**config.mk**
```make
export PLATFORM = sky130hd
export DESIGN_NAME = keyed_presence_table_with_aging_flat
export DESIGN_NICKNAME = d
export VERILOG_FILES = /design/src/kpt_pkg.sv /design/src/kpt_if.sv /design/src/kpt_ram.sv /design/src/keyed_presence_table_with_aging.sv /design/src/flat_wrapper.sv
export SDC_FILE = /design/constraint.sdc
export NUM_CORES = 2
export LEC_CHECK = 0
export BUFFER_PORTS_ARGS = -buffer_cell sky130_fd_sc_hd__buf_2
export CORE_UTILIZATION = 55
export DETAILED_ROUTE_END_ITERATION = 16
export PLACE_DENSITY_LB_ADDON = 0.15
export SLEW_MARGIN = 5
export SYNTH_ARGS = -nofsm -noshare
export SYNTH_HDL_FRONTEND = slang
export SYNTH_SLANG_ARGS = --single-unit
```
**constraint.sdc**
```tcl
create_clock -name clk -period 11.06 [get_ports clk]
set_input_delay 2.212 -clock clk [delete_from_list [all_inputs] [get_ports clk]]
set_output_delay 2.212 -clock clk [all_outputs]
set_load 0.02 [all_outputs]
```
**src/kpt_pkg.sv**
```systemverilog
// Package for the keyed presence table: sizes, codes, entry and result types.
// No dependencies; compiled first.
`default_nettype none

package kpt_pkg;

  localparam int TABLE_SLOTS = 16;
  localparam int ID_BYTES    = 15;

  localparam int SLOT_W = (TABLE_SLOTS > 1) ? $clog2(TABLE_SLOTS) : 1;
  localparam int CNT_W  = $clog2(TABLE_SLOTS + 1);

  localparam int ID_LO_W    = 64;
  localparam int ID_HI_W    = 56;
  localparam int TIME_W     = 32;
  localparam int CFG_IDX_W  = 2;
  localparam int CFG_DATA_W = 32;

  // id bytes beyond ID_BYTES are ignored and stored as zero
  localparam logic [ID_LO_W-1:0] ID_LO_MASK = (ID_BYTES >= 8) ? {ID_LO_W{1'b1}} :
      ((64'd1 << (8 * ID_BYTES)) - 64'd1);
  localparam logic [ID_HI_W-1:0] ID_HI_MASK = (ID_BYTES <= 8) ? {ID_HI_W{1'b0}} :
      ((56'd1 << (8 * ((ID_BYTES > 8) ? (ID_BYTES - 8) : 0))) - 56'd1);

  // configuration register indexes
  localparam logic [CFG_IDX_W-1:0] CFG_RSSI_THRESHOLD  = 2'd0;
  localparam logic [CFG_IDX_W-1:0] CFG_ENTRY_TIMEOUT   = 2'd1;
  localparam logic [CFG_IDX_W-1:0] CFG_EXPECTED_MAGIC  = 2'd2;
  localparam logic [CFG_IDX_W-1:0] CFG_EXPECTED_LENGTH = 2'd3;

  // result kinds
  localparam logic [1:0] KIND_STATUS  = 2'd0;
  localparam logic [1:0] KIND_ENTRY   = 2'd1;
  localparam logic [1:0] KIND_SUMMARY = 2'd2;

  // report status codes
  localparam logic [2:0] ST_NEW     = 3'd0;
  localparam logic [2:0] ST_UPDATED = 3'd1;
  localparam logic [2:0] ST_BAD_LEN = 3'd2;
  localparam logic [2:0] ST_BAD_MAG = 3'd3;
  localparam logic [2:0] ST_WEAK    = 3'd4;
  localparam logic [2:0] ST_FULL    = 3'd5;

  // one table entry as held in the RAM
  typedef struct packed {
    logic [ID_HI_W-1:0] id_high;
    logic [ID_LO_W-1:0] id_low;
    logic               flag;
    logic signed [7:0]  strength;
    logic [7:0]         charge;
    logic [TIME_W-1:0]  seen;
  } entry_t;

  localparam int ENTRY_W = $bits(entry_t);

  // one result transaction
  typedef struct packed {
    logic [1:0]         kind;
    logic [2:0]         status;
    logic [3:0]         slot_index;
    logic [ID_LO_W-1:0] entry_id_low;
    logic [ID_HI_W-1:0] entry_id_high;
    logic               entry_occupied;
    logic signed [7:0]  entry_signal;
    logic [7:0]         entry_battery;
    logic [4:0]         busy_count;
    logic [4:0]         live_count;
    logic               last;
  } result_t;

endpackage

`default_nettype wire

```
**src/kpt_if.sv**
```systemverilog
// Valid/ready channel interfaces for report input and result output.
// Depends on kpt_pkg.
`default_nettype none

interface kpt_in_if;
  logic                         valid;
  logic                         ready;
  logic                         command;
  logic [kpt_pkg::TIME_W-1:0]   now_ms;
  logic [7:0]                   packet_length;
  logic [31:0]                  report_magic;
  logic [kpt_pkg::ID_LO_W-1:0]  node_id_low;
  logic [kpt_pkg::ID_HI_W-1:0]  node_id_high;
  logic signed [7:0]            signal_dbm;
  logic                         is_occupied;
  logic [7:0]                   battery_level;

  modport source (output valid, command, now_ms, packet_length, report_magic,
                  node_id_low, node_id_high, signal_dbm, is_occupied,
                  battery_level, input ready);
  modport sink   (input valid, command, now_ms, packet_length, report_magic,
                  node_id_low, node_id_high, signal_dbm, is_occupied,
                  battery_level, output ready);
endinterface

interface kpt_out_if;
  logic                         valid;
  logic                         ready;
  logic [1:0]                   kind;
  logic [2:0]                   status;
  logic [3:0]                   slot_index;
  logic [kpt_pkg::ID_LO_W-1:0]  entry_id_low;
  logic [kpt_pkg::ID_HI_W-1:0]  entry_id_high;
  logic                         entry_occupied;
  logic signed [7:0]            entry_signal;
  logic [7:0]                   entry_battery;
  logic [4:0]                   busy_count;
  logic [4:0]                   live_count;
  logic                         last;

  modport source (output valid, kind, status, slot_index, entry_id_low,
                  entry_id_high, entry_occupied, entry_signal, entry_battery,
                  busy_count, live_count, last, input ready);
  modport sink   (input valid, kind, status, slot_index, entry_id_low,
                  entry_id_high, entry_occupied, entry_signal, entry_battery,
                  busy_count, live_count, last, output ready);
endinterface

`default_nettype wire

```
**src/kpt_ram.sv**
```systemverilog
// Generic single-port-write, single-port-read RAM with registered read data.
// No dependencies.
`default_nettype none

module kpt_ram #(
  parameter int WIDTH = 8,
  parameter int DEPTH = 16,
  parameter int ADDR_W = (DEPTH > 1) ? $clog2(DEPTH) : 1
) (
  input  wire logic              clk,
  input  wire logic              we,
  input  wire logic [ADDR_W-1:0] waddr,
  input  wire logic [WIDTH-1:0]  wdata,
  input  wire logic [ADDR_W-1:0] raddr,
  output logic      [WIDTH-1:0]  rdata
);

  logic [WIDTH-1:0] mem [DEPTH];

  always_ff @(posedge clk) begin
    if (we) begin
      mem[waddr] <= wdata;
    end
    rdata <= mem[raddr];
  end

endmodule

`default_nettype wire

```
**src/keyed_presence_table_with_aging.sv**
```systemverilog
// Keyed presence table with aging eviction: top level.
// Depends on kpt_pkg, kpt_if (kpt_in_if, kpt_out_if) and kpt_ram.
`default_nettype none

// Usage
//   in_ch  : one transaction per command; command 0 is a node report, command 1
//            evicts stale entries and lists the table.
//   out_ch : a report gives one status transaction (last = 1); a list gives one
//            entry transaction per live slot in slot order, then a summary
//            (last = 1) with occupied and total counts.
//   cfg_*  : plain write port, to be written only while the block is idle; the block does not enforce it.
// Sequencing (one item at a time; in_ch.ready is high only while the sequencer idles)
//   Rejected report: status loaded from S_RESP once the output register is free.
//   Accepted report: S_SCAN reads every slot (one RAM read a cycle, compare in the
//   cycle after), then S_WR writes the entry and S_RESP gives the status.
//   List: per slot a RAM read (S_LRD), then check/emit (S_LCHK, held by any output
//   stall), then the summary. The single read port makes read and check separate steps.
// Reset
//   Synchronous, active low. Valid marks, sequencer and output valid clear at
//   once; configuration registers go to their defaults. The entry RAM is not cleared.
// Back-pressure
//   A result waits in the output register; the sequencer holds at the next
//   result until out_ch.ready frees it; the next item may be accepted meanwhile.

module keyed_presence_table_with_aging (
  input  wire logic                              clk,
  input  wire logic                              rst_n,
  kpt_in_if.sink                                 in_ch,
  kpt_out_if.source                              out_ch,
  input  wire logic                              cfg_we,
  input  wire logic [kpt_pkg::CFG_IDX_W-1:0]     cfg_index,
  input  wire logic [kpt_pkg::CFG_DATA_W-1:0]    cfg_data
);

  localparam int SW = kpt_pkg::SLOT_W;
  localparam int CW = kpt_pkg::CNT_W;

  // sequencer states
  localparam logic [2:0] S_IDLE = 3'd0;
  localparam logic [2:0] S_SCAN = 3'd1;  // report: read all slots, find match / free
  localparam logic [2:0] S_WR   = 3'd2;  // report: write entry back
  localparam logic [2:0] S_RESP = 3'd3;  // report: emit status
  localparam logic [2:0] S_LRD  = 3'd4;  // list: read slot
  localparam logic [2:0] S_LCHK = 3'd5;  // list: evict or emit slot
  localparam logic [2:0] S_SUM  = 3'd6;  // list: emit summary

  // configuration
  logic signed [7:0]              thr_r;
  logic [kpt_pkg::TIME_W-1:0]     timeout_r;
  logic [31:0]                    magic_r;
  logic [7:0]                     length_r;

  // captured item
  logic [kpt_pkg::TIME_W-1:0]     now_r;
  logic [kpt_pkg::ID_LO_W-1:0]    id_lo_r;
  logic [kpt_pkg::ID_HI_W-1:0]    id_hi_r;
  logic                           flag_r;
  logic signed [7:0]              sig_r;
  logic [7:0]                     bat_r;

  // sequencer
  logic [2:0]                     state_r;
  logic [CW-1:0]                  cnt_r;
  logic [SW-1:0]                  prev_addr_r;
  logic [kpt_pkg::TABLE_SLOTS-1:0] valid_r;
  logic                           hit_r;
  logic [SW-1:0]                  hit_slot_r;
  logic                           free_r;
  logic [SW-1:0]                  free_slot_r;
  logic [2:0]                     status_r;
  logic [SW-1:0]                  resp_slot_r;
  logic [CW-1:0]                  occ_cnt_r;
  logic [CW-1:0]                  tot_cnt_r;

  // output register
  kpt_pkg::result_t               out_r;
  logic                           out_valid_r;
  kpt_pkg::result_t               out_nxt;
  logic                           out_load;

  // RAM
  logic                           ram_we;
  logic [SW-1:0]                  ram_waddr;
  kpt_pkg::entry_t                wr_entry;
  logic [SW-1:0]                  rd_addr;
  logic [kpt_pkg::ENTRY_W-1:0]    rd_data;
  kpt_pkg::entry_t                rd_entry;

  logic                           can_load;
  logic                           aged;
  logic                           id_eq;
  logic                           list_done;

  kpt_ram #(
    .WIDTH (kpt_pkg::ENTRY_W),
    .DEPTH (kpt_pkg::TABLE_SLOTS),
    .ADDR_W(SW)
  ) u_ram (
    .clk  (clk),
    .we   (ram_we),
    .waddr(ram_waddr),
    .wdata(wr_entry),
    .raddr(rd_addr),
    .rdata(rd_data)
  );

  assign rd_entry  = kpt_pkg::entry_t'(rd_data);
  assign rd_addr   = cnt_r[SW-1:0];
  assign can_load  = !out_valid_r || out_ch.ready;
  // wrapping age, strictly beyond the timeout
  assign aged      = (now_r - rd_entry.seen) > timeout_r;
  assign id_eq     = (rd_entry.id_low == id_lo_r) && (rd_entry.id_high == id_hi_r);
  assign list_done = rd_addr == SW'(kpt_pkg::TABLE_SLOTS - 1);

  always_comb begin
    ram_we           = (state_r == S_WR) && (hit_r || free_r);
    ram_waddr        = hit_r ? hit_slot_r : free_slot_r;
    wr_entry.id_low  = id_lo_r;
    wr_entry.id_high = id_hi_r;
    wr_entry.flag    = flag_r;
    wr_entry.strength = sig_r;
    wr_entry.charge  = bat_r;
    wr_entry.seen    = now_r;
  end

  // next result and when it is loaded into the output register
  always_comb begin
    out_load = 1'b0;
    out_nxt  = '0;
    unique case (state_r)
      S_RESP: begin
        if (can_load) begin
          out_load           = 1'b1;
          out_nxt.kind       = kpt_pkg::KIND_STATUS;
          out_nxt.status     = status_r;
          out_nxt.slot_index = 4'(resp_slot_r);
          out_nxt.last       = 1'b1;
        end
      end
      S_LCHK: begin
        if (can_load && valid_r[rd_addr] && !aged) begin
          out_load               = 1'b1;
          out_nxt.kind           = kpt_pkg::KIND_ENTRY;
          out_nxt.slot_index     = 4'(rd_addr);
          out_nxt.entry_id_low   = rd_entry.id_low;
          out_nxt.entry_id_high  = rd_entry.id_high;
          out_nxt.entry_occupied = rd_entry.flag;
          out_nxt.entry_signal   = rd_entry.strength;
          out_nxt.entry_battery  = rd_entry.charge;
        end
      end
      S_SUM: begin
        if (can_load) begin
          out_load           = 1'b1;
          out_nxt.kind       = kpt_pkg::KIND_SUMMARY;
          out_nxt.busy_count = 5'(occ_cnt_r);
          out_nxt.live_count = 5'(tot_cnt_r);
          out_nxt.last       = 1'b1;
        end
      end
      default: begin
        out_load = 1'b0;
      end
    endcase
  end

  assign in_ch.ready = (state_r == S_IDLE);

  assign out_ch.valid          = out_valid_r;
  assign out_ch.kind           = out_r.kind;
  assign out_ch.status         = out_r.status;
  assign out_ch.slot_index     = out_r.slot_index;
  assign out_ch.entry_id_low   = out_r.entry_id_low;
  assign out_ch.entry_id_high  = out_r.entry_id_high;
  assign out_ch.entry_occupied = out_r.entry_occupied;
  assign out_ch.entry_signal   = out_r.entry_signal;
  assign out_ch.entry_battery  = out_r.entry_battery;
  assign out_ch.busy_count     = out_r.busy_count;
  assign out_ch.live_count     = out_r.live_count;
  assign out_ch.last           = out_r.last;

  always_ff @(posedge clk) begin
    if (!rst_n) begin
      state_r     <= S_IDLE;
      valid_r     <= '0;
      out_valid_r <= 1'b0;
      thr_r       <= -8'sd80;
      timeout_r   <= 32'd30000;
      magic_r     <= '0;
      length_r    <= '0;
    end else begin
      // configuration writes
      if (cfg_we) begin
        unique case (cfg_index)
          kpt_pkg::CFG_RSSI_THRESHOLD:  thr_r     <= cfg_data[7:0];
          kpt_pkg::CFG_ENTRY_TIMEOUT:   timeout_r <= cfg_data;
          kpt_pkg::CFG_EXPECTED_MAGIC:  magic_r   <= cfg_data;
          kpt_pkg::CFG_EXPECTED_LENGTH: length_r  <= cfg_data[7:0];
        endcase
      end

      // output register: a load wins over the drain
      if (out_load) begin
        out_r       <= out_nxt;
        out_valid_r <= 1'b1;
      end else if (out_ch.ready) begin
        out_valid_r <= 1'b0;
      end

      prev_addr_r <= rd_addr;

      unique case (state_r)
        S_IDLE: begin
          if (in_ch.valid) begin
            now_r       <= in_ch.now_ms;
            id_lo_r     <= in_ch.node_id_low & kpt_pkg::ID_LO_MASK;
            id_hi_r     <= in_ch.node_id_high & kpt_pkg::ID_HI_MASK;
            flag_r      <= in_ch.is_occupied;
            sig_r       <= in_ch.signal_dbm;
            bat_r       <= in_ch.battery_level;
            cnt_r       <= '0;
            hit_r       <= 1'b0;
            free_r      <= 1'b0;
            occ_cnt_r   <= '0;
            tot_cnt_r   <= '0;
            resp_slot_r <= '0;
            if (in_ch.command) begin
              state_r <= S_LRD;
            end else if (in_ch.packet_length != length_r) begin
              status_r <= kpt_pkg::ST_BAD_LEN;
              state_r  <= S_RESP;
            end else if (in_ch.report_magic != magic_r) begin
              status_r <= kpt_pkg::ST_BAD_MAG;
              state_r  <= S_RESP;
            end else if (in_ch.signal_dbm < thr_r) begin
              status_r <= kpt_pkg::ST_WEAK;
              state_r  <= S_RESP;
            end else begin
              state_r <= S_SCAN;
            end
          end
        end

        S_SCAN: begin
          // data of the slot read last cycle is compared now
          if (cnt_r != '0) begin
            if (valid_r[prev_addr_r]) begin
              if (!hit_r && id_eq) begin
                hit_r      <= 1'b1;
                hit_slot_r <= prev_addr_r;
              end
            end else if (!free_r) begin
              free_r      <= 1'b1;
              free_slot_r <= prev_addr_r;
            end
          end
          if (cnt_r == CW'(kpt_pkg::TABLE_SLOTS)) begin
            state_r <= S_WR;
          end else begin
            cnt_r <= cnt_r + CW'(1);
          end
        end

        S_WR: begin
          // a match wins over the lowest free slot
          if (hit_r) begin
            status_r           <= kpt_pkg::ST_UPDATED;
            resp_slot_r        <= hit_slot_r;
            valid_r[hit_slot_r] <= 1'b1;
          end else if (free_r) begin
            status_r            <= kpt_pkg::ST_NEW;
            resp_slot_r         <= free_slot_r;
            valid_r[free_slot_r] <= 1'b1;
          end else begin
            status_r <= kpt_pkg::ST_FULL;
          end
          state_r <= S_RESP;
        end

        S_RESP: begin
          if (can_load) begin
            state_r <= S_IDLE;
          end
        end

        S_LRD: begin
          state_r <= S_LCHK;
        end

        S_LCHK: begin
          // eviction and listing share one pass: each slot only affects itself
          if (!valid_r[rd_addr] || aged || can_load) begin
            if (valid_r[rd_addr]) begin
              if (aged) begin
                valid_r[rd_addr] <= 1'b0;
              end else begin
                tot_cnt_r <= tot_cnt_r + CW'(1);
                occ_cnt_r <= occ_cnt_r + CW'(rd_entry.flag);
              end
            end
            if (list_done) begin
              state_r <= S_SUM;
            end else begin
              cnt_r   <= cnt_r + CW'(1);
              state_r <= S_LRD;
            end
          end
        end

        S_SUM: begin
          if (can_load) begin
            state_r <= S_IDLE;
          end
        end

        default: begin
          state_r <= S_IDLE;
        end
      endcase
    end
  end

endmodule

`default_nettype wire

```
**src/flat_wrapper.sv**
```systemverilog
// flat-port wrapper written by rule: the top's interface ports become plain ports
module keyed_presence_table_with_aging_flat 
  (clk, rst_n, cfg_we, cfg_index, cfg_data, in_ch_valid, in_ch_command, in_ch_now_ms, in_ch_packet_length, in_ch_report_magic, in_ch_node_id_low, in_ch_node_id_high, in_ch_signal_dbm, in_ch_is_occupied, in_ch_battery_level, in_ch_ready, out_ch_valid, out_ch_kind, out_ch_status, out_ch_slot_index, out_ch_entry_id_low, out_ch_entry_id_high, out_ch_entry_occupied, out_ch_entry_signal, out_ch_entry_battery, out_ch_busy_count, out_ch_live_count, out_ch_last, out_ch_ready);
  kpt_in_if in_ch_i ();
  kpt_out_if out_ch_i ();
  input  wire logic clk;
  input  wire logic rst_n;
  input  wire logic cfg_we;
  input  wire logic [kpt_pkg::CFG_IDX_W-1:0] cfg_index;
  input  wire logic [kpt_pkg::CFG_DATA_W-1:0] cfg_data;
  input wire logic [$bits(in_ch_i.valid)-1:0] in_ch_valid;
  input wire logic [$bits(in_ch_i.command)-1:0] in_ch_command;
  input wire logic [$bits(in_ch_i.now_ms)-1:0] in_ch_now_ms;
  input wire logic [$bits(in_ch_i.packet_length)-1:0] in_ch_packet_length;
  input wire logic [$bits(in_ch_i.report_magic)-1:0] in_ch_report_magic;
  input wire logic [$bits(in_ch_i.node_id_low)-1:0] in_ch_node_id_low;
  input wire logic [$bits(in_ch_i.node_id_high)-1:0] in_ch_node_id_high;
  input wire logic [$bits(in_ch_i.signal_dbm)-1:0] in_ch_signal_dbm;
  input wire logic [$bits(in_ch_i.is_occupied)-1:0] in_ch_is_occupied;
  input wire logic [$bits(in_ch_i.battery_level)-1:0] in_ch_battery_level;
  output wire logic [$bits(in_ch_i.ready)-1:0] in_ch_ready;
  output wire logic [$bits(out_ch_i.valid)-1:0] out_ch_valid;
  output wire logic [$bits(out_ch_i.kind)-1:0] out_ch_kind;
  output wire logic [$bits(out_ch_i.status)-1:0] out_ch_status;
  output wire logic [$bits(out_ch_i.slot_index)-1:0] out_ch_slot_index;
  output wire logic [$bits(out_ch_i.entry_id_low)-1:0] out_ch_entry_id_low;
  output wire logic [$bits(out_ch_i.entry_id_high)-1:0] out_ch_entry_id_high;
  output wire logic [$bits(out_ch_i.entry_occupied)-1:0] out_ch_entry_occupied;
  output wire logic [$bits(out_ch_i.entry_signal)-1:0] out_ch_entry_signal;
  output wire logic [$bits(out_ch_i.entry_battery)-1:0] out_ch_entry_battery;
  output wire logic [$bits(out_ch_i.busy_count)-1:0] out_ch_busy_count;
  output wire logic [$bits(out_ch_i.live_count)-1:0] out_ch_live_count;
  output wire logic [$bits(out_ch_i.last)-1:0] out_ch_last;
  input wire logic [$bits(out_ch_i.ready)-1:0] out_ch_ready;
  assign in_ch_i.valid = in_ch_valid;
  assign in_ch_i.command = in_ch_command;
  assign in_ch_i.now_ms = in_ch_now_ms;
  assign in_ch_i.packet_length = in_ch_packet_length;
  assign in_ch_i.report_magic = in_ch_report_magic;
  assign in_ch_i.node_id_low = in_ch_node_id_low;
  assign in_ch_i.node_id_high = in_ch_node_id_high;
  assign in_ch_i.signal_dbm = in_ch_signal_dbm;
  assign in_ch_i.is_occupied = in_ch_is_occupied;
  assign in_ch_i.battery_level = in_ch_battery_level;
  assign in_ch_ready = in_ch_i.ready;
  assign out_ch_valid = out_ch_i.valid;
  assign out_ch_kind = out_ch_i.kind;
  assign out_ch_status = out_ch_i.status;
  assign out_ch_slot_index = out_ch_i.slot_index;
  assign out_ch_entry_id_low = out_ch_i.entry_id_low;
  assign out_ch_entry_id_high = out_ch_i.entry_id_high;
  assign out_ch_entry_occupied = out_ch_i.entry_occupied;
  assign out_ch_entry_signal = out_ch_i.entry_signal;
  assign out_ch_entry_battery = out_ch_i.entry_battery;
  assign out_ch_busy_count = out_ch_i.busy_count;
  assign out_ch_live_count = out_ch_i.live_count;
  assign out_ch_last = out_ch_i.last;
  assign out_ch_i.ready = out_ch_ready;
  keyed_presence_table_with_aging u_core (.clk(clk), .rst_n(rst_n), .in_ch(in_ch_i), .out_ch(out_ch_i), .cfg_we(cfg_we), .cfg_index(cfg_index), .cfg_data(cfg_data));
endmodule
```
==> flow_metrics.tcl <==
set metrics [dict create \
    postCtsSetupBuffers 0 \
    clk_latency_ns 0.96 \
    n_fill_cell 15200 \
    critPathTopFamily "compound AO/OA/AOI/OAI gates" \
    clockRootBuffer "clkbuf_16" \
    synth_top_area_share_pct 73.4 \
    synth_edf_count 3066 \
    synthesis.nets 6016 \
    nNetsFinal 6629 \
    synth_top_cell_by_area "edfxtp_1" \
    power_density_nw_per_um2 203 \
    status "completed" \
    critPathArrivalTime_ns 8.49 \
    path_max_fanout 56 \
    drive_above_1_share_pct 28.7 \
    htreeDepth 5 \
    hold_slack_ns 0.455 \
    tns_ns 0 \
    post-route-util_pct 63.0 \
    seq_area_frac_synth_pct 77.7 \
    synth_flop_cell "edfxtp_1" \
    place_area_um2 131000 \
    num_vias 61200 \
    async_reset_ff_share_pct 0 \
    core.rowCount 174 \
    max_stage_delay_ns 0.85 \
    cts_resized 0 \
    area_delta_synth_final_pct 13.5 \
    grt_overflow_total 0 \
    holdPathEnd "u_core.timeout_r[30]" \
    port_buffers 407 \
    wirelength_um 318000 \
    cap_violations 0 \
    routedWlPerCell_um 33.2 \
    ys_types 64 \
    grt_max_degree 133 \
    synth_area_um2 125000 \
    total_power_mw 28.9 \
    hold_viol_final 0 \
    drt_iter0_drc 7750 \
    r2r_cells 22 \
    antenna_found_initial 30 \
    core_area_um2 226000 \
    setup_viol 0 \
    postRouteAntennaNets 0 \
    ios 408 \
    worst_pin_slew_ns 1.32 \
    r2r_end "u_core.out_ch.entry_id_high[0]" \
    synthTopCellsByArea "edfxtp_1, mux4_2, dfxtp_1" \
    leakage_nw 46.7 \
    hold_depth 2 \
    slew_headroom_pct 12.0 \
    finalMaxSlewViolations 0 \
    cts.sinks 3335 \
    finClkSkew_ns 0.0520 \
    die_w_um 479 \
    dieHeight_um 479 \
    cts_buffer_depth 4 \
    postSynthAreaPerCell_um2 22.0 \
    path_cells "ha_1 -> nor2b_1 -> o31ai_1 -> a211oi_1 -> a211oi_2 -> a31o_2 -> a211oi_1 -> or3_1 -> a21oi_2 -> xnor2_1 -> ha_1 -> a21o_1 -> a21o_1 -> a21oi_1 -> o21ai_0 -> a21oi_1 -> a41o_1 -> and4_4 -> nor2_1 -> nor2_4 -> buf_4 -> buf_4" \
    period_share_pct 71.9 \
    cts_tree "yes" \
    ys_ff_latch 3335 \
    netlist_instances 5689 \
    drcViolationCount 0 \
    grt_pass1_wl_um 450000 \
    r2r-start "u_core.now_r[1]" \
    die_area_um2 230000 \
    fmax_mhz 126 \
    initial_core_util_pct 55.5 \
    drt_pre_antenna_iters 6 \
    cts_buffers 346 \
    final_area_um2 142000 \
    start_kind "flop" \
    rsz0062_at_grt "false" \
    ir_drop_v 0.000149 \
    grt_usage_pct 27.8 \
    crit_required_ns 11.60 \
    critPathKind "flop to flop" \
    min_from "u_core.timeout_r[30]" \
    crit_buf_inv 2 \
    cts_hold_buf 0 \
    endpoint_kind "flop" \
    yosys_warnings 0 \
    first_global_vias 61200 \
    hp-class "flop to flop" \
    period_needed_ns 7.95 \
    clkTransAtPathRegs_ns 0.06 \
    ys_top_cells_by_count "edfxtp_1, mux4_2, dfxtp_1, clkbuf_1" \
    dpl.hpwl_um 172000 \
    critPathSlowestCell "buf_4" \
    yosys.cell_count.top_type "edfxtp_1" \
    r2r_slack_ns 3.11 \
    routabilityCongestion 0.857 \
    viasPerCell 6.39 \
]
layer usage:
layer  up-vias  global-route usage [%]  routed length (um)
met3       524                    6.00               29700
met5         -                       0                 115
met2      3157                    43.5              152000
met4        18                    7.25                8570
met1     32700                    40.3              128000
li1      24800                       -                   -
placed cells by master (no fill, tap or decap), drive strengths merged, types with 12 or more instances in the layout:
master / n
edfxtp: 3066
mux4: 855
buf: 516
clkbuf: 452
dfxtp: 269
inv: 165
nand2: 158
clkinv: 124
a21oi: 109
and2: 106
nor2: 92
xor2: 77
ha: 77
nor3: 62
xnor2: 54
o21ai: 36
nor4: 31
a21o: 29
nand4: 28
bufinv: 25
nand3: 23
o22ai: 22
o211ai: 17
a221oi: 17
o2bb2ai: 15
a211oi: 15
a31oi: 12
mux2i: 12
worst register-to-register path, stage by stage, from the launching register on:
cell      delay (ns)
edfxtp_1        0.75
ha_1            0.36
nor2b_1         0.15
o31ai_1         0.41
a211oi_1        0.20
a211oi_2        0.46
a31o_2          0.27
a211oi_1        0.12
or3_1           0.38
a21oi_2         0.16
xnor2_1         0.14
ha_1            0.27
a21o_1          0.16
a21o_1          0.17
a21oi_1         0.15
o21ai_0         0.10
a21oi_1         0.13
a41o_1          0.21
and4_4          0.80
nor2_1          0.26
nor2_4          0.14
buf_4           0.85
buf_4           0.83
area by class of cell:
class	instances	area [um^2]	share of cell area, %
clock buffer	452	9440	6.63
sequential	3335	97500	68.5
multi-input combinational	1944	26500	18.6
clock inverter	164	1490	1.05
antenna	6	15.0	0.0106
timing repair buffer	516	3060	2.15
inverter	159	597	0.419
tap	2992	3740	2.63
registers in the layout (all words and copies together) (netlist names), 16 cells and up:
signal and count:
u_core.valid_r 16, u_core.id_lo_r 64, u_core.out_ch.entry_id_low 64, u_core.id_hi_r 56, u_core.timeout_r 32, u_core.u_ram.mem 2704
u_core.magic_r 32, u_core.now_r 32, u_core.u_ram.rdata 169, u_core.out_ch.entry_id_high 56
per-stage QoR:
step                worst slack, ns  instances
finish                         3.11       9568
global route                   2.72       9564
CTS                            3.14       9562
detailed placement             3.21       8946
global placement               3.31       8946
floorplan                      1.90       5689
power by group:
| group | internal [mW] | switching, mW |
|---|---|---|
| registers | 14.2 | 0.447 |
| clock network | 6.58 | 4.70 |
| logic | 1.31 | 1.63 |
cells by family after synthesis:
group           count (synthesis)  share of synthesized area (%)
buf+inv                       410                           1.28
xor+xnor                      131                          0.915
simple gates                  537                           2.11
mux                           867                           15.5
compound gates                331                           1.74
fa+ha+maj                      78                          0.784
flops                        3335                           77.7
how the worst max path moves through the flow:
stage / start / endpoint / slack, ns / cells past startpoint
floorplan: u_core.state_r[2] / u_core.valid_r[0] / 1.90 / 8
global route: u_core.now_r[1] / u_core.out_ch.entry_id_high[0] / 2.72 / 22
finish: u_core.now_r[1] / u_core.out_ch.entry_id_high[0] / 3.11 / 22
global placement: u_core.now_r[1] / u_core.out_ch.entry_id_low[45] / 3.31 / 22
CTS: u_core.now_r[1] / u_core.out_ch.entry_id_high[0] / 3.14 / 22
detailed placement: u_core.now_r[1] / u_core.out_ch.entry_id_high[2] / 3.21 / 22
(Power assumes the default switching activity.)
